### src/design/sfir_pkg.sv
// Shared types, constants and coefficient tables for the stereo FIR block.
// Used by sfir_lane, sfir_seq and stereo_fir_lowpass_highpass; no dependencies.
`timescale 1ns / 1ps

package sfir_pkg;

    localparam int SAMPLE_BITS    = 24;
    localparam int COEF_FRAC_BITS = 17;
    localparam int COEF_W         = COEF_FRAC_BITS + 1;
    localparam int LOW_TAPS       = 29;
    localparam int HIGH_TAPS      = 99;
    localparam int DEPTH          = (LOW_TAPS > HIGH_TAPS) ? LOW_TAPS : HIGH_TAPS;
    localparam int PTR_W          = $clog2(DEPTH);
    localparam int FILL_W         = $clog2(DEPTH + 1);
    localparam int TAP_W          = $clog2(HIGH_TAPS);
    localparam int LP_IDX_W       = $clog2(LOW_TAPS);
    localparam int PROD_W         = SAMPLE_BITS + COEF_W;
    localparam int ACC_W          = PROD_W + $clog2(DEPTH);

    // Configuration register map.
    localparam int ADDR_W   = 3;
    localparam int DATA_W   = 32;
    localparam logic REG_MODE = 1'b0;

    // Filter mode codes.
    localparam logic [1:0] MODE_BYPASS     = 2'd0;
    localparam logic [1:0] MODE_LOWPASS    = 2'd1;
    localparam logic [1:0] MODE_HIGHPASS   = 2'd2;
    localparam logic [1:0] MODE_BYPASS_ALT = 2'd3;

    // Signed Q1.17 coefficients, tap 0 applies to the newest sample.
    localparam int LP_COEF [LOW_TAPS] = '{
        -1147, -1773, -2762, -3698, -4310, -4302, -3410, -1485,
        1465, 5233, 9431, 13542, 17003, 19314, 20125,
        19314, 17003, 13542, 9431, 5233, 1465,
        -1485, -3410, -4302, -4310, -3698, -2762, -1773, -1147
    };

    localparam int HP_COEF [HIGH_TAPS] = '{
        1189, 1432, 1948, 2264, 2243, 1814, 1007, -44,
        -1122, -1981, -2422, -2347, -1804, -976, -132, 454,
        594, 245, -466, -1284, -1906, -2086, -1726, -918,
        74, 900, 1246, 946, 62, -1125, -2191, -2715,
        -2429, -1337, 256, 1819, 2755, 2605, 1236, -1061,
        -3603, -5468, -5753, -3850, 341, 6320, 13066, 19257,
        23605, 25170, 23605,
        19257, 13066, 6320, 341, -3850, -5753, -5468, -3603,
        -1061, 1236, 2605, 2755, 1819, 256, -1337, -2429,
        -2715, -2191, -1125, 62, 946, 1246, 900, 74,
        -918, -1726, -2086, -1906, -1284, -466, 245, 594,
        454, -132, -976, -1804, -2347, -2422, -1981, -1122,
        -44, 1007, 1814, 2243, 2264, 1948, 1432, 1189
    };

    typedef struct packed {
        logic signed [SAMPLE_BITS-1:0] sample_left;
        logic signed [SAMPLE_BITS-1:0] sample_right;
    } in_item_t;

    typedef struct packed {
        logic signed [SAMPLE_BITS-1:0] out_left;
        logic signed [SAMPLE_BITS-1:0] out_right;
    } out_item_t;

    // Per-cycle commands from the sequencer to both lanes.
    typedef struct packed {
        logic                     wr_en;
        logic [PTR_W-1:0]         wr_addr;
        logic                     rd_en;
        logic [PTR_W-1:0]         rd_addr;
        logic                     tap_ok;
        logic signed [COEF_W-1:0] coef;
        logic                     acc_clr;
    } lane_ctl_t;

    typedef struct packed {
        logic idle;
        logic load;
        logic bypass;
    } seq_stat_t;

endpackage

### src/design/sfir_lane.sv
// One channel of the stereo FIR: circular delay memory, multiply-accumulate
// pipeline and round/saturate of the sum. Depends on sfir_pkg.
`timescale 1ns / 1ps

module sfir_lane (
    input  logic                                  aclk,
    input  logic                                  aresetn,
    input  sfir_pkg::lane_ctl_t                   ctl,
    input  logic signed [sfir_pkg::SAMPLE_BITS-1:0] din,
    output logic signed [sfir_pkg::SAMPLE_BITS-1:0] result
);

    localparam int FRAC = sfir_pkg::COEF_FRAC_BITS;
    localparam int SB   = sfir_pkg::SAMPLE_BITS;
    localparam int AW   = sfir_pkg::ACC_W;
    localparam int Q_W  = AW - FRAC;
    localparam logic signed [Q_W-1:0] Q_MAX = Q_W'((64'sd1 <<< (SB - 1)) - 64'sd1);
    localparam logic signed [Q_W-1:0] Q_MIN = -Q_MAX - Q_W'(1);

    logic signed [SB-1:0]                     mem [sfir_pkg::DEPTH];
    logic signed [SB-1:0]                     rdata_reg;
    logic signed [sfir_pkg::COEF_W-1:0]       coef1_reg;
    logic                                     vld1_reg;
    logic                                     ok1_reg;
    logic signed [sfir_pkg::PROD_W-1:0]       prod_reg;
    logic signed [sfir_pkg::PROD_W-1:0]       prod_next;
    logic                                     vld2_reg;
    logic signed [AW-1:0]                     acc_reg;
    logic signed [AW-1:0]                     biased;
    logic signed [Q_W-1:0]                    q;

    // Delay memory: one write port for the new sample, one registered read port.
    always_ff @(posedge aclk) begin
        if (ctl.wr_en) begin
            mem[ctl.wr_addr] <= din;
        end
        if (ctl.rd_en) begin
            rdata_reg <= mem[ctl.rd_addr];
        end
        coef1_reg <= ctl.coef;
        ok1_reg   <= ctl.tap_ok;
        prod_reg  <= prod_next;
    end

    // Taps that are older than anything written since reset read as zero.
    always_comb begin
        if (ok1_reg) begin
            prod_next = rdata_reg * coef1_reg;
        end else begin
            prod_next = '0;
        end
    end

    always_ff @(posedge aclk) begin
        if (!aresetn) begin
            vld1_reg <= 1'b0;
            vld2_reg <= 1'b0;
            acc_reg  <= '0;
        end else begin
            vld1_reg <= ctl.rd_en;
            vld2_reg <= vld1_reg;
            if (ctl.acc_clr) begin
                acc_reg <= '0;
            end else if (vld2_reg) begin
                acc_reg <= acc_reg + AW'(prod_reg);
            end
        end
    end

    // Adding 2^FRAC - 1 to a negative sum makes the arithmetic shift round toward zero.
    assign biased = acc_reg + {{(AW - FRAC){1'b0}}, {FRAC{acc_reg[AW-1]}}};
    assign q      = biased[AW-1:FRAC];

    always_comb begin
        if (q > Q_MAX) begin
            result = Q_MAX[SB-1:0];
        end else if (q < Q_MIN) begin
            result = Q_MIN[SB-1:0];
        end else begin
            result = q[SB-1:0];
        end
    end

endmodule

### config.mk
export PLATFORM = sky130hd
export DESIGN_NAME = sfir_lane
export DESIGN_NICKNAME = d
export VERILOG_FILES = /design/src/design/sfir_pkg.sv /design/src/design/sfir_lane.sv
export SDC_FILE = /design/constraint.sdc
export NUM_CORES = 2
export LEC_CHECK = 0
export ABC_AREA = 1
export BUFFER_PORTS_ARGS = -buffer_cell sky130_fd_sc_hd__buf_2
export CAP_MARGIN = 5
export CORE_AREA = 2 2 633 635
export CTS_BUF_LIST = sky130_fd_sc_hd__clkbuf_2 sky130_fd_sc_hd__clkbuf_4 sky130_fd_sc_hd__clkbuf_8
export CTS_CLUSTER_SIZE = 10
export DETAILED_ROUTE_END_ITERATION = 8
export DIE_AREA = 0 0 635 637
export GPL_ROUTABILITY_DRIVEN = 0
export SLEW_MARGIN = 0
export SYNTH_ARGS = -nofsm -noshare
export SYNTH_HDL_FRONTEND = slang
export SYNTH_SLANG_ARGS = --single-unit
### constraint.sdc
create_clock -name aclk -period 5.6 [get_ports aclk]
set_clock_uncertainty 0.15 [all_clocks]
set_input_delay 0.56 -clock aclk [delete_from_list [all_inputs] [get_ports aclk]]
set_output_delay 0.56 -clock aclk [all_outputs]
set_load 0.02 [all_outputs]
== Yosys cells after proc, flatten, opt, wreduce, memory -nomap -nowiden ==
Memory sizes are Yosys's and may differ from the RTL's. A register that Yosys moved wholly into a read port is not among the register bits.
Cells that the tools add are included.

* Bitwise logic cells: 1
* Reduce and logical (&&, ||, !) cells: 1
* Add/subtract/negate cells: 2
* Mux-type cells: 4
* $mul: 1
* Order comparisons: 2

{| class="wikitable"
|+ Operator list
! cell !! number
|-
| 49-bit by 17-bit adder with 49-bit output || 1
|-
| 49-bit by 42-bit adder with 49-bit output || 1
|-
| 24-bit two-way mux || 2
|-
| 24-bit by 18-bit multiplier with 42-bit output || 1
|-
| 32-bit by 24-bit greater-than comparator with 1-bit output, second input constant || 1
|-
| 32-bit by 24-bit less-than comparator with 1-bit output, second input constant || 1
|-
| 1-bit two-way mux || 2
|-
| 2-bit OR reduction || 1
|-
| 1-bit inverter || 1
|}

* Bits in writable memories: 2376
* Memories kept: 1
* Bits of input ports: 62
* Register bits: 112
* Output and inout bits: 24
* Logic and storage cells: 18

{| class="wikitable"
|+ Memory list
! name !! depth !! bits a word !! rd ports !! clocked after Yosys merged registers in !! wr ports !! RTL line !! RTL
|-
| mem || 99 || 24 || 1 || 1 || 1 || sfir_lane.sv:20 || <nowiki>logic signed [SB-1:0] mem [sfir_pkg::DEPTH];</nowiki>
|}

== Longest topological paths before layout ==
* Word-level depth: 4
* Mapped depth: 29
* Mapped depth without buffers: 27

== Worst setup path after synthesis ==
Ideal clock, no wire load.

* Path type: register to register
* Start: reg rdata_reg[23], read port of mem
* End: reg prod_reg[41] (netlist name)
* Arrival time: 5563 ps
* Required time: 5330 ps
* Path slack: -233 ps
* Stages on the path, launching flop included: 21
* Setup time: 120 ps
* Clock period less this slack: 5833 ps
* Path through: edfxtp_1 -> clkbuf_1 -> clkbuf_1 -> nand2_1 -> fa_1 -> inv_1 -> fa_1 -> inv_1 -> fa_1 -> fa_1 -> fa_1 -> fa_1 -> inv_1 -> ha_1 -> a21oi_1 -> a21boi_0 -> o221ai_1 -> nor2_1 -> nand3_1 -> o21ai_0 -> a21oi_1

* Longest elaborated chain between the ends: 1

{| class="wikitable"
|+ RTL lines
! item !! RTL line !! RTL
|-
| start: declaration || sfir_lane.sv:21 || <nowiki>logic signed [SB-1:0] rdata_reg;</nowiki>
|-
| 24-bit by 18-bit multiplier with 42-bit output || sfir_lane.sv:48 || <nowiki>prod_next = rdata_reg * coef1_reg;</nowiki>
|-
| end signal: assignment || sfir_lane.sv:42 || <nowiki>prod_reg <= prod_next;</nowiki>
|-
| end: declaration || sfir_lane.sv:25 || <nowiki>logic signed [sfir_pkg::PROD_W-1:0] prod_reg;</nowiki>
|}

Every way passes these cells.
A chain may end at the register's enable or synchronous reset.

== Worst setup path after layout ==
* Start: reg coef1_reg[9] (netlist name)
* End: reg prod_reg[41] (netlist name)

* Longest elaborated chain between the ends: 1

{| class="wikitable"
|+ RTL lines
! item !! RTL line !! RTL
|-
| start: declaration || sfir_lane.sv:22 || <nowiki>logic signed [sfir_pkg::COEF_W-1:0] coef1_reg;</nowiki>
|-
| start signal: assignment || sfir_lane.sv:40 || <nowiki>coef1_reg <= ctl.coef;</nowiki>
|-
| 24-bit by 18-bit multiplier with 42-bit output || sfir_lane.sv:48 ||
|}

Every way passes these cells.

==> out/summary.txt <==
Max reg flops: 2376
Critical Path End Type: register
Final min period: 5.687 ns
Vias per std cell: 4.977
R2r worst-path depth: 23
Clock Sinks: 2512
VDD IR max: 0.002172 V
Synth Flop Type: edfxtp_1
Crit path launch type: register
Post-DP HPWL: 207900 um
Power Total: 88.07 mW
Critical Path AT: 6.50 ns
Total number of vias: 83680
Layout Cells excl Fill: 16810
Synth Cell Area: 119100 um2
Nets: 11900
First-pass iteration count of the detailed router: 8
Die H: 637 um
Count of different cell masters after synthesis: 44
Worst-path clk slew: 0.07 ns
Clock root cell: clkbuf_8
DIE WIDTH: 635 um
Setup slack, reg-to-reg: -0.09 ns
Yosys Warn Count: 0
Run status: complete, but fails checks
Cell count after synthesis: 10800
DR top layer: met5
Placeable Area: 398000 um2
Vias in the first global route: 81290
Setup violators final: 7
Area growth syn-to-layout: 16.31%
Relative slew slack: 20.31%
Critical path's most frequent cell: fa_1
Failing checks: DRC, setup timing
Hold Path Depth: 2
Layout cells sized above 1: 14.85%
Hold Path Class: in -> reg
Maximum clock insertion buffer count: 4
RSZ-0062 raised after global routing: yes
Reg2Reg Launch Point: coef1_reg[9]
Leak: 50.55 nW
Die area: 404500 um2
M1 WL: 143100 um
Port Buf Inserts: 85
Number of synthesized flops with an enable pin: 2400
Beginning of the worst hold path: ctl[5]
Mean Syn Cell Area: 11.03 um2
Post-Syn Nets: 11450
# IOs: 86
Placed inst area: 128000 um2
Max-cap check violation count: 0
H-tree depth: 5
Most frequent cells in the layout: 2400 x edfxtp_1, 1480 x nor2_1, 1466 x nand2_1
First-pass GRT wire length: 514500 um
DR WL/cell: 20.61 um
Hold Vio Cnt, Final: 0
Part of the Yosys area used for sequential elements: 62.41%
Standard-cell rows: 232
PD cells: 636.0 nW/um2
Hold slack: 0.1063 ns
Fin area: 138500 um2
Antenna violations before repair: 26
Initial Utilization: 29.92%
Top cells by area, synth: edfxtp_1 61%, fa_1 7.2%, o21ai_0 5.5%, nor2_1 5.1%, nand2_1 4.8%
Final worst slack: -0.08662 ns
Final period utilization: 101.5%
Kind of critical path: reg -> reg
Slew Viols, Final: 0
WL met3: 29490 um
1st-iter DRT viols: 8939
Worst Hold End: coef1_reg[4]
Top cell type's share of synthesized area: 60.53%
Total gr overflow: 0
Largest area contributor in the netlist: edfxtp_1
WL met2: 161500 um
Critical Path Max Stage Delay: 0.60 ns
Crit Path Max Fanout: 5
Fmax achieved: 175.9 MHz
Setup TNS: -0.3223 ns
Most common cell after layout, fill and taps aside: edfxtp_1
Ys async rst share: 0%
Post-placement cell count: 16000
CTS tree: built
Critical Path RT: 6.41 ns
Worst Max-Slew Pin Slew: 1.195 ns
# DRC: 2
Total CTS buffers: 397
Post-Route WL: 346600 um
CP cell instances: buf_4 > clkbuf_16 > nand2_1 > fa_1 > inv_1 > fa_1 > fa_1 > fa_1 > fa_1 > inv_1 > fa_1 > inv_1 > ha_4 > nand2_2 > nor2_2 > inv_2 > nor2_4 > inv_2 > nor4_4 > nand3_1 > nand3_2 > o21ai_0 > a21oi_1
Antenna-violating nets left: 0
All-Layer GR Usage: 16.55%
Largest net degree at the start of global routing: 174
FF+latch count, synth: 2512
Worst path slowest cell: fa_1
FF-to-FF End: prod_reg[41]
Worst skew pair latency: 1.11 ns
## synth_stat cells (9+ instances only)
master    instances
buf_4            33
o21a_1           12
nand4_1          21
buf_1            38
o22ai_1         581
a21oi_1         245
xnor2_1          10
nand2_1        1515
o21ai_1          49
fa_1            426
nor2_1         1628
inv_1           947
nand2_2          18
xor2_1           30
a31oi_1          10
edfxtp_1       2400
nand3_1         559
dfxtp_1         112
o221ai_1          9
o211ai_1         16
o21ai_0        1309
clkbuf_1        415
ha_1            169
o21bai_1         11
a21o_1           16
buf_2           135
nor3_1           33
## layout make-up
type | count | area (um2)
tap | 5265 | 6588
clock inverter | 147 | 1077
inverter | 956 | 3633
timing repair buffer | 681 | 6017
sequential | 2512 | 74340
clock buffer | 545 | 6625
fill | 39220 | 259500
antenna | 8 | 20.02
multi-input combinational | 6699 | 40190
## worst max-delay path by stage
stage	from	endpoint	slack, ns
after detailed placement	rdata_reg[17]	prod_reg[41]	-0.35
after CTS	rdata_reg[6]	prod_reg[25]	-0.07
after global routing	rdata_reg[17]	prod_reg[41]	-0.32
after floorplan	rdata_reg[19]	prod_reg[25]	0.01
final	coef1_reg[9]	prod_reg[41]	-0.09
after global placement	rdata_reg[21]	prod_reg[41]	-0.29
## power breakdown
group	switching, mW	internal (mW)	leakage (nW)
clock	7.43	8.07	4.06
sequential	0.152	21.0	22.5
combinational	28.3	23.2	24.0
total	35.8	52.2	50.5
## routing by layer
metal	up-vias	GRT usage, %
li1	38280	-
met4	10	6.116
met1	41350	22.14
met2	3424	27.04
met3	622	2.705
met5	-	0
## timing repair
action | 4_1_cts | 5_1_grt
endpoints found under the hold margin | 975 | 0
setup endpoints to repair | 24 | 26
buffers inserted | 34 | 17
pin swaps | 80 | 96
resized for setup | 210 | 271
cloned | 2 | 2
hold buffers | 58 | 0
## stage by stage
step | util [%] | setup WS [ns]
after floorplan | - | 0.01219
final | 34.80 | -0.08662
after global routing | 34.79 | -0.3178
after detailed placement | 32.17 | -0.3505
after global placement | 32.17 | -0.2942
after CTS | 34.53 | -0.07012
## cell families after synthesis
group	count (synthesis)	share of synthesized area, %
compound gates	2266	10.31
xor+xnor	40	0.2942
fa+ha+maj	595	8.939
buf+inv	1585	5.291
flops	2512	62.41
simple gates	3798	12.76
## worst max-delay path, delay by kind of cell, from the launching register on
family	cells	cell delay, ns
fa+ha+maj	7	3.35
flops	1	0.36
compound gates	2	0.21
buf+inv	7	0.59
simple gates	7	0.98
Note: power is estimated with default switching activity, not from simulation.
