`src/design/sfir_pkg.sv`:
```
// Shared types, constants and coefficient tables for the stereo FIR block.
// Used by sfir_lane, sfir_seq and stereo_fir_lowpass_highpass; no dependencies.
`timescale 1ns / 1ps

package sfir_pkg;

    localparam int SAMPLE_BITS    = 24;
    localparam int COEF_FRAC_BITS = 17;
    localparam int COEF_W         = COEF_FRAC_BITS + 1;
    localparam int LOW_TAPS       = 29;
    localparam int HIGH_TAPS      = 99;
    localparam int DEPTH          = (LOW_TAPS > HIGH_TAPS) ? LOW_TAPS : HIGH_TAPS;
    localparam int PTR_W          = $clog2(DEPTH);
    localparam int FILL_W         = $clog2(DEPTH + 1);
    localparam int TAP_W          = $clog2(HIGH_TAPS);
    localparam int LP_IDX_W       = $clog2(LOW_TAPS);
    localparam int PROD_W         = SAMPLE_BITS + COEF_W;
    localparam int ACC_W          = PROD_W + $clog2(DEPTH);

    // Configuration register map.
    localparam int ADDR_W   = 3;
    localparam int DATA_W   = 32;
    localparam logic REG_MODE = 1'b0;

    // Filter mode codes.
    localparam logic [1:0] MODE_BYPASS     = 2'd0;
    localparam logic [1:0] MODE_LOWPASS    = 2'd1;
    localparam logic [1:0] MODE_HIGHPASS   = 2'd2;
    localparam logic [1:0] MODE_BYPASS_ALT = 2'd3;

    // Signed Q1.17 coefficients, tap 0 applies to the newest sample.
    localparam int LP_COEF [LOW_TAPS] = '{
        -1147, -1773, -2762, -3698, -4310, -4302, -3410, -1485,
        1465, 5233, 9431, 13542, 17003, 19314, 20125,
        19314, 17003, 13542, 9431, 5233, 1465,
        -1485, -3410, -4302, -4310, -3698, -2762, -1773, -1147
    };

    localparam int HP_COEF [HIGH_TAPS] = '{
        1189, 1432, 1948, 2264, 2243, 1814, 1007, -44,
        -1122, -1981, -2422, -2347, -1804, -976, -132, 454,
        594, 245, -466, -1284, -1906, -2086, -1726, -918,
        74, 900, 1246, 946, 62, -1125, -2191, -2715,
        -2429, -1337, 256, 1819, 2755, 2605, 1236, -1061,
        -3603, -5468, -5753, -3850, 341, 6320, 13066, 19257,
        23605, 25170, 23605,
        19257, 13066, 6320, 341, -3850, -5753, -5468, -3603,
        -1061, 1236, 2605, 2755, 1819, 256, -1337, -2429,
        -2715, -2191, -1125, 62, 946, 1246, 900, 74,
        -918, -1726, -2086, -1906, -1284, -466, 245, 594,
        454, -132, -976, -1804, -2347, -2422, -1981, -1122,
        -44, 1007, 1814, 2243, 2264, 1948, 1432, 1189
    };

    typedef struct packed {
        logic signed [SAMPLE_BITS-1:0] sample_left;
        logic signed [SAMPLE_BITS-1:0] sample_right;
    } in_item_t;

    typedef struct packed {
        logic signed [SAMPLE_BITS-1:0] out_left;
        logic signed [SAMPLE_BITS-1:0] out_right;
    } out_item_t;

    // Per-cycle commands from the sequencer to both lanes.
    typedef struct packed {
        logic                     wr_en;
        logic [PTR_W-1:0]         wr_addr;
        logic                     rd_en;
        logic [PTR_W-1:0]         rd_addr;
        logic                     tap_ok;
        logic signed [COEF_W-1:0] coef;
        logic                     acc_clr;
    } lane_ctl_t;

    typedef struct packed {
        logic idle;
        logic load;
        logic bypass;
    } seq_stat_t;

endpackage

```
`src/design/sfir_seq.sv`:
```
// Tap sequencer shared by both lanes: delay pointers, fill count, tap counter
// and coefficient lookup. Depends on sfir_pkg.
`timescale 1ns / 1ps

module sfir_seq (
    input  logic                  aclk,
    input  logic                  aresetn,
    input  logic                  start,
    input  logic [1:0]            mode,
    input  logic                  out_free,
    output sfir_pkg::lane_ctl_t   ctl,
    output sfir_pkg::seq_stat_t   stat
);

    localparam int PW = sfir_pkg::PTR_W;
    localparam int FW = sfir_pkg::FILL_W;
    localparam int TW = sfir_pkg::TAP_W;
    localparam int DRAIN_CYCLES = 2;

    localparam logic [1:0] ST_IDLE  = 2'd0;
    localparam logic [1:0] ST_RUN   = 2'd1;
    localparam logic [1:0] ST_DRAIN = 2'd2;
    localparam logic [1:0] ST_DONE  = 2'd3;

    localparam logic [PW-1:0] PTR_LAST = PW'(sfir_pkg::DEPTH - 1);
    localparam logic [FW-1:0] FILL_MAX = FW'(sfir_pkg::DEPTH);
    localparam logic [TW-1:0] LOW_LAST = TW'(sfir_pkg::LOW_TAPS - 1);
    localparam logic [TW-1:0] HIGH_LAST = TW'(sfir_pkg::HIGH_TAPS - 1);

    logic [1:0]    state_reg, state_next;
    logic [PW-1:0] wptr_reg, wptr_next;
    logic [PW-1:0] rptr_reg, rptr_next;
    logic [FW-1:0] fill_reg, fill_next;
    logic [TW-1:0] tap_reg, tap_next;
    logic          drain_reg, drain_next;
    logic          low_reg, low_next;
    logic          bypass_reg, bypass_next;
    logic [TW-1:0] tap_last;

    assign tap_last = low_reg ? LOW_LAST : HIGH_LAST;

    always_comb begin
        state_next  = state_reg;
        wptr_next   = wptr_reg;
        rptr_next   = rptr_reg;
        fill_next   = fill_reg;
        tap_next    = tap_reg;
        drain_next  = drain_reg;
        low_next    = low_reg;
        bypass_next = bypass_reg;

        ctl.wr_en   = 1'b0;
        ctl.wr_addr = wptr_reg;
        ctl.rd_en   = 1'b0;
        ctl.rd_addr = rptr_reg;
        ctl.tap_ok  = (FW'(tap_reg) < fill_reg);
        ctl.acc_clr = 1'b0;
        if (low_reg) begin
            ctl.coef = sfir_pkg::COEF_W'(sfir_pkg::LP_COEF[tap_reg[sfir_pkg::LP_IDX_W-1:0]]);
        end else begin
            ctl.coef = sfir_pkg::COEF_W'(sfir_pkg::HP_COEF[tap_reg]);
        end

        stat.idle   = (state_reg == ST_IDLE);
        stat.load   = 1'b0;
        stat.bypass = bypass_reg;

        unique case (state_reg)
            ST_IDLE: begin
                if (start) begin
                    // The new sample goes to the write slot, which becomes tap zero.
                    ctl.wr_en   = 1'b1;
                    ctl.acc_clr = 1'b1;
                    rptr_next   = wptr_reg;
                    wptr_next   = (wptr_reg == PTR_LAST) ? '0 : wptr_reg + PW'(1);
                    fill_next   = (fill_reg == FILL_MAX) ? fill_reg : fill_reg + FW'(1);
                    tap_next    = '0;
                    unique case (mode) inside
                        sfir_pkg::MODE_LOWPASS: begin
                            low_next    = 1'b1;
                            bypass_next = 1'b0;
                            state_next  = ST_RUN;
                        end
                        sfir_pkg::MODE_HIGHPASS: begin
                            low_next    = 1'b0;
                            bypass_next = 1'b0;
                            state_next  = ST_RUN;
                        end
                        sfir_pkg::MODE_BYPASS, sfir_pkg::MODE_BYPASS_ALT: begin
                            low_next    = 1'b0;
                            bypass_next = 1'b1;
                            state_next  = ST_DONE;
                        end
                        default: begin
                            state_next = ST_IDLE;
                        end
                    endcase
                end
            end
            ST_RUN: begin
                ctl.rd_en = 1'b1;
                rptr_next = (rptr_reg == '0) ? PTR_LAST : rptr_reg - PW'(1);
                // The tap counter stops on the last tap so the table index stays in range.
                if (tap_reg == tap_last) begin
                    drain_next = 1'b0;
                    state_next = ST_DRAIN;
                end else begin
                    tap_next = tap_reg + TW'(1);
                end
            end
            ST_DRAIN: begin
                // Waits out the product and accumulate stages of the lanes.
                drain_next = 1'b1;
                if (drain_reg == 1'(DRAIN_CYCLES - 1)) begin
                    state_next = ST_DONE;
                end
            end
            ST_DONE: begin
                if (out_free) begin
                    stat.load  = 1'b1;
                    state_next = ST_IDLE;
                end
            end
            default: begin
                state_next = ST_IDLE;
            end
        endcase
    end

    always_ff @(posedge aclk) begin
        if (!aresetn) begin
            state_reg  <= ST_IDLE;
            wptr_reg   <= '0;
            rptr_reg   <= '0;
            fill_reg   <= '0;
            tap_reg    <= '0;
            drain_reg  <= 1'b0;
            low_reg    <= 1'b0;
            bypass_reg <= 1'b1;
        end else begin
            state_reg  <= state_next;
            wptr_reg   <= wptr_next;
            rptr_reg   <= rptr_next;
            fill_reg   <= fill_next;
            tap_reg    <= tap_next;
            drain_reg  <= drain_next;
            low_reg    <= low_next;
            bypass_reg <= bypass_next;
        end
    end

    a_fill_bound: assert property (@(posedge aclk) disable iff (!aresetn)
        (fill_reg <= FILL_MAX) && (wptr_reg <= PTR_LAST) && (rptr_reg <= PTR_LAST))
        else $error("delay pointer or fill count out of range");

    a_lowpass_taps: assert property (@(posedge aclk) disable iff (!aresetn)
        (state_reg == ST_RUN && low_reg) |-> (tap_reg <= LOW_LAST))
        else $error("low-pass tap counter ran past its table");

endmodule

```
`config.mk`:
```
export PLATFORM = sky130hd
export DESIGN_NAME = sfir_seq
export DESIGN_NICKNAME = d
export VERILOG_FILES = /design/src/design/sfir_pkg.sv /design/src/design/sfir_seq.sv
export SDC_FILE = /design/constraint.sdc
export NUM_CORES = 1
export LEC_CHECK = 0
export CAP_MARGIN = 15
export CORE_MARGIN = 2
export CORE_UTILIZATION = 55
export DETAILED_ROUTE_END_ITERATION = 8
export DONT_BUFFER_PORTS = 1
export PLACE_DENSITY_LB_ADDON = 0.2
export SETUP_SLACK_MARGIN = 0.4
export SYNTH_ARGS = -nofsm -noshare
export SYNTH_HDL_FRONTEND = slang
export SYNTH_SLANG_ARGS = --single-unit
```
`constraint.sdc`:
```
create_clock -name aclk -period 4.2 [get_ports aclk]
set_input_delay 1.05 -clock aclk [delete_from_list [all_inputs] [get_ports aclk]]
set_output_delay 1.05 -clock aclk [all_outputs]
set_load 0.02 [all_outputs]
```
# ---- Yosys cells after proc, flatten, opt, wreduce, memory -nomap -nowiden
# Memories as Yosys holds them, arrays and structs flattened.
# Cells that the tools add are included.
dict set report classes {
  magnitude_cmp 3
  bitwise 3
  n_eq_ne 14
  n_reduce_logical 18
  n_mux 28
  addsub 4
}
# cell count
set ops {}
lappend ops {{18-bit two-way mux} 5}
lappend ops {{7-bit two-way mux} 6}
lappend ops {{7-bit one-hot mux with 2 select lines} 2}
lappend ops {{7-bit by 1-bit adder with 7-bit output, second input constant} 3}
lappend ops {{7-bit equality test, second input constant} 2}
lappend ops {{3-bit AND reduction} 4}
lappend ops {{2-bit inequality test, second input constant} 5}
lappend ops {{2-bit equality test, second input constant} 4}
lappend ops {{8-bit greater-or-equal comparator, second input constant} 1}
lappend ops {{2-bit two-way mux} 4}
lappend ops {{7-bit NOT with 8-bit output} 1}
lappend ops {{2-bit one-hot mux with 4 select lines} 1}
lappend ops {{2-bit nonzero test} 4}
lappend ops {{7-bit equality test} 1}
lappend ops {{7-bit zero test} 1}
lappend ops {{7-bit < comparator} 1}
lappend ops {{7-bit by 1-bit subtractor with 7-bit output, second input constant} 1}
lappend ops {{6-bit greater-or-equal comparator, second input constant} 1}
lappend ops {{1-bit two-way mux} 6}
lappend ops {{5-bit NOT with 6-bit output} 1}
lappend ops {{1-bit one-hot mux with 2 select lines} 3}
lappend ops {{2-bit AND reduction} 3}
lappend ops {{2-bit by 1-bit equality test with 1-bit output, second input constant} 2}
lappend ops {{2-bit zero test} 2}
lappend ops {{5 further kinds} 6}
dict set report totals {
  mem_count 2
  out_inout_bits 39
  romBits 5120
  elab_cells 80
  reg_bits 33
  input_bits 6
}
# name words word_bits read_ports rd_clocked_by_memory_dff wr line
set memory_table {}
lappend memory_table {{(name not given)} 128 32 1 0 0 sfir_seq.sv:61} ;# ctl.coef = sfir_pkg::COEF_W'(sfir_pkg::HP_COEF[tap_reg]);
lappend memory_table {{(name not given)} 32 32 1 0 0 sfir_seq.sv:59} ;# ctl.coef = sfir_pkg::COEF_W'(sfir_pkg::LP_COEF[tap_reg[sfir_pkg::LP_IDX_W-1:0]]);

# ---- Longest topological paths before layout
dict set report logic_depth {
  ltp_word 5
  ltp_mapped 12
  ltp_nobuf 9
}

# ---- Worst setup path before layout
# No wires, ideal clock.
dict set report synth_timing {
  kind {reg2out}
  from {register tap_reg[1]}
  to {output port ctl[2] (netlist bit)}
  path_slack_ps 214
  stages_incl_launch_ff 13
  arrival_ps 2936
  cell_sequence {dfxtp_1 > buf_4 > inv_1 > clkbuf_1 > ha_1 > inv_1 > ha_1 > clkbuf_1 > nor3b_1 > a311o_1 > nand3b_1 > a221oi_1 > o21ai_0}
}
# element line
set synth_lines {}
lappend synth_lines {{from (decl)} sfir_seq.sv:34} ;# logic [TW-1:0] tap_reg, tap_next;
lappend synth_lines {{from (signal assigned)} sfir_seq.sv:145} ;# tap_reg <= tap_next;
lappend synth_lines {{to (decl)} sfir_seq.sv:11} ;# output sfir_pkg::lane_ctl_t ctl,

==> impl_metrics.toml <==
[synthesis]
synthTopCellsByArea = "dfxtp_1 13%, ha_1 9.6%, o21ai_0 5.4%, a21oi_1 4.6%, nor2_1 4.3%"
syn-num-nets = 769
ys_top_cells_by_count = "59 x nor2_1, 55 x o21ai_0, 53 x nand2_1"
synth-edff-count = 0
synth_top_family_by_area = "compound AO/OA/AOI/OAI gates"
syn_inst = 723
ys_seq_area_share_pct = 12.9
synthSimpleGateAreaFrac_pct = 25.5
synth_most_common_cell = "nor2_1"
syn_area_um2 = 5110
synth_area_leader_cell = "dfxtp_1"
syn_avg_cell_area_um2 = 7.06
synth_flop_cell = "dfxtp_1"
yosys_warnings = 0
synth-compound-area-share_pct = 36.8
synth-xor-area-share_pct = 3.09
synth_adder_area_share_pct = 9.95
yosysTopAreaCellShare_pct = 12.9
async_flop_share_pct = 0
ys_ff_latch = 33
synth.area.mux_share_pct = 2.11
ys_types = 78

[clock_network]
h-tree-depth = 2
cts_root_buf = "clkbuf_8"
cts_buffer_depth = 2
numClockSinks = 33
clock_latency_ps = 290
clk_pin_slew_worst_paths_ps = 70
cts_buffers = 5
cts_tree = "done"
ctsHoldBuffers = 0

[global_routing]
grt_overflow = 0
grt_pass1_wl_um = 30500
antenna_found_initial = 0
grt_usage_pct = 38.7
grt_max_degree = 107
grt_pass1_vias = 5474

[job]
drv_cap = 0

[die]
coreArea_um2 = 9110
rows = 35
start_util_pct = 56.1
die_w_um = 100
io_pins = 45
dieArea_um2 = 10100
dieHeight_um = 100

[timing]
hold_viol_final = 0
fmax_mhz = 268
slew_viol_final = 0
whs_ps = 581
fin_crit_sh_pct = 88.9
setup_viol = 0
fin_tns_setup_ps = 0
period_minus_slack_ps = 3730
rsz0062_at_grt = "yes"
skew_ps = 4.29
tightest_slew_ps = 1250
slew_headroom_pct = 16.2
finalWorstSetupSlack_ps = 465

[route]
drt_iter0_markers = 973
via_per_inst = 7.34
vias = 5949
postRouteAntennaNets = 0
drt-total-wl_um = 19900
drc = 0
first_pass_iters = 8
avgRoutedWirePerCell_um = 24.6

[critical_path]
cp.required_ps = 3150
r2r_start = "state_reg[1]$_SDFFE_PN0P_"
slowest_delay_ps = 480
cp-start-kind = "flop"
critPathArrivalTime_ps = 2680
cp_max_fo = 7
path_class = "reg -> out"
r2r_cells = 7
critPathCaptureType = "output pin"
crit_chain = "clkinv_1 -> ha_1 -> inv_1 -> ha_1 -> or3b_2 -> o211ai_1 -> o31ai_1 -> a2bb2oi_2 -> o211ai_1"
cp_slowest_cell = "or3b_2"
setup.worst_path.start = "tap_reg[0]$_SDFFE_PN0P_"

[place]
hpwl_um = 13700
port_buffers = 0
gp_congestion = 1.13
post-place-ws_ps = 679
placed_area_um2 = 5220

[final_layout]
syn2layout_area_growth_pct = 5.88
num-fill-cells = 877
final_util_pct = 59.4
multi_input_area_um2 = 3990
fin_nets = 744
drive_above_1_share_pct = 12.4
antennaDiodeCount = 0
design_area_um2 = 5410
final-seq-area_um2 = 669

[hold_path]
holdPathStages = 2
hp-start = "bypass_reg$_SDFFE_PN1P_"
worstHoldPathType = "reg -> reg"

[pwr]
ir_drop_mv = 0.391
p_per_area_nw_per_um2 = 389
p_leak_uw = 0.00194

[run_status]
status = "finished clean"
per-layer routing:
| layer | share of wire (%) | global-route usage (%) | vias up | wire, µm |
|---|---|---|---|---|
| met5 | 0 | 0 | - | 0 |
| met4 | 8.0 | 26.7 | 0 | 1600 |
| met3 | 12 | 8.29 | 129 | 2350 |
| met2 | 43 | 60.0 | 497 | 8640 |
| met1 | 37 | 47.8 | 2687 | 7300 |
| li1 | - | - | 2636 | - |
cell type report:
class / count / share of cell area (%)
multi-input combinational: 586 / 73.7
sequential: 33 / 12.4
timing repair buffer: 44 / 6.87
tap: 111 / 2.57
inverter: 28 / 2.01
clock buffer: 5 / 1.27
clock inverter: 3 / 1.20
worst paths after layout:
| check | slack [ps] | endpoint |
|---|---|---|
| max | 470 | ctl[5] |
| min | 580 | bypass_reg$_SDFFE_PN1P_ |
| max reg2reg | 1150 | tap_reg[4]$_SDFFE_PN0P_ |
| min reg2reg | 580 | bypass_reg$_SDFFE_PN1P_ |
logic make-up after synthesis:
| family | count (synthesis) |
|---|---|
| fa+ha+maj | 40 |
| flops | 33 |
| simple gates | 249 |
| xor+xnor | 18 |
| mux | 9 |
| compound gates | 270 |
| buf+inv | 104 |
per-stage QoR:
step	cells	power (µW)
3_5_place_dp	801	1690
6_report	810	2100
2_1_floorplan	723	1340
5_1_grt	810	2210
3_3_place_gp	801	1680
4_1_cts	809	2050
placed cells by master (no fill, tap or decap), types with 6 or more instances in the layout:
cell,instances
a211oi_1,12
a21o_1,7
a21oi_1,47
a221oi_1,9
a22oi_1,6
a311oi_1,8
a31oi_1,14
a32o_1,6
and2_1,12
buf_4,40
dfxtp_1,30
ha_1,35
inv_1,24
nand2_1,53
nand2b_1,25
nand3_1,19
nor2_1,57
nor2b_1,23
nor3_1,15
nor3b_1,6
o211ai_1,20
o21ai_0,52
o22ai_1,14
o311ai_0,6
or3_1,6
xnor2_1,11
xor2_1,7
critical path: cells and delay by family (launching register included):
kind,cells,cell delay [ps]
buffers and inverters,2,180
and+or+nand+nor,1,480
DFF,1,380
AOI/OAI and AO/OA,4,790
adders and majority gates,2,570
timing repair:
item,CTS,global route
setup buffers,0,1
gates resized for setup,1,11
setup endpoints to repair,1,16
report_power, final:
part           leakage, µW  internal [µW]  switching, µW  total [µW]
clock            0.0000681            236            119         355
combinational      0.00160            464            803        1270
sequential        0.000270            367            112         479
total              0.00194           1070           1030        2100
Note: power is estimated with default switching activity, not from simulation.
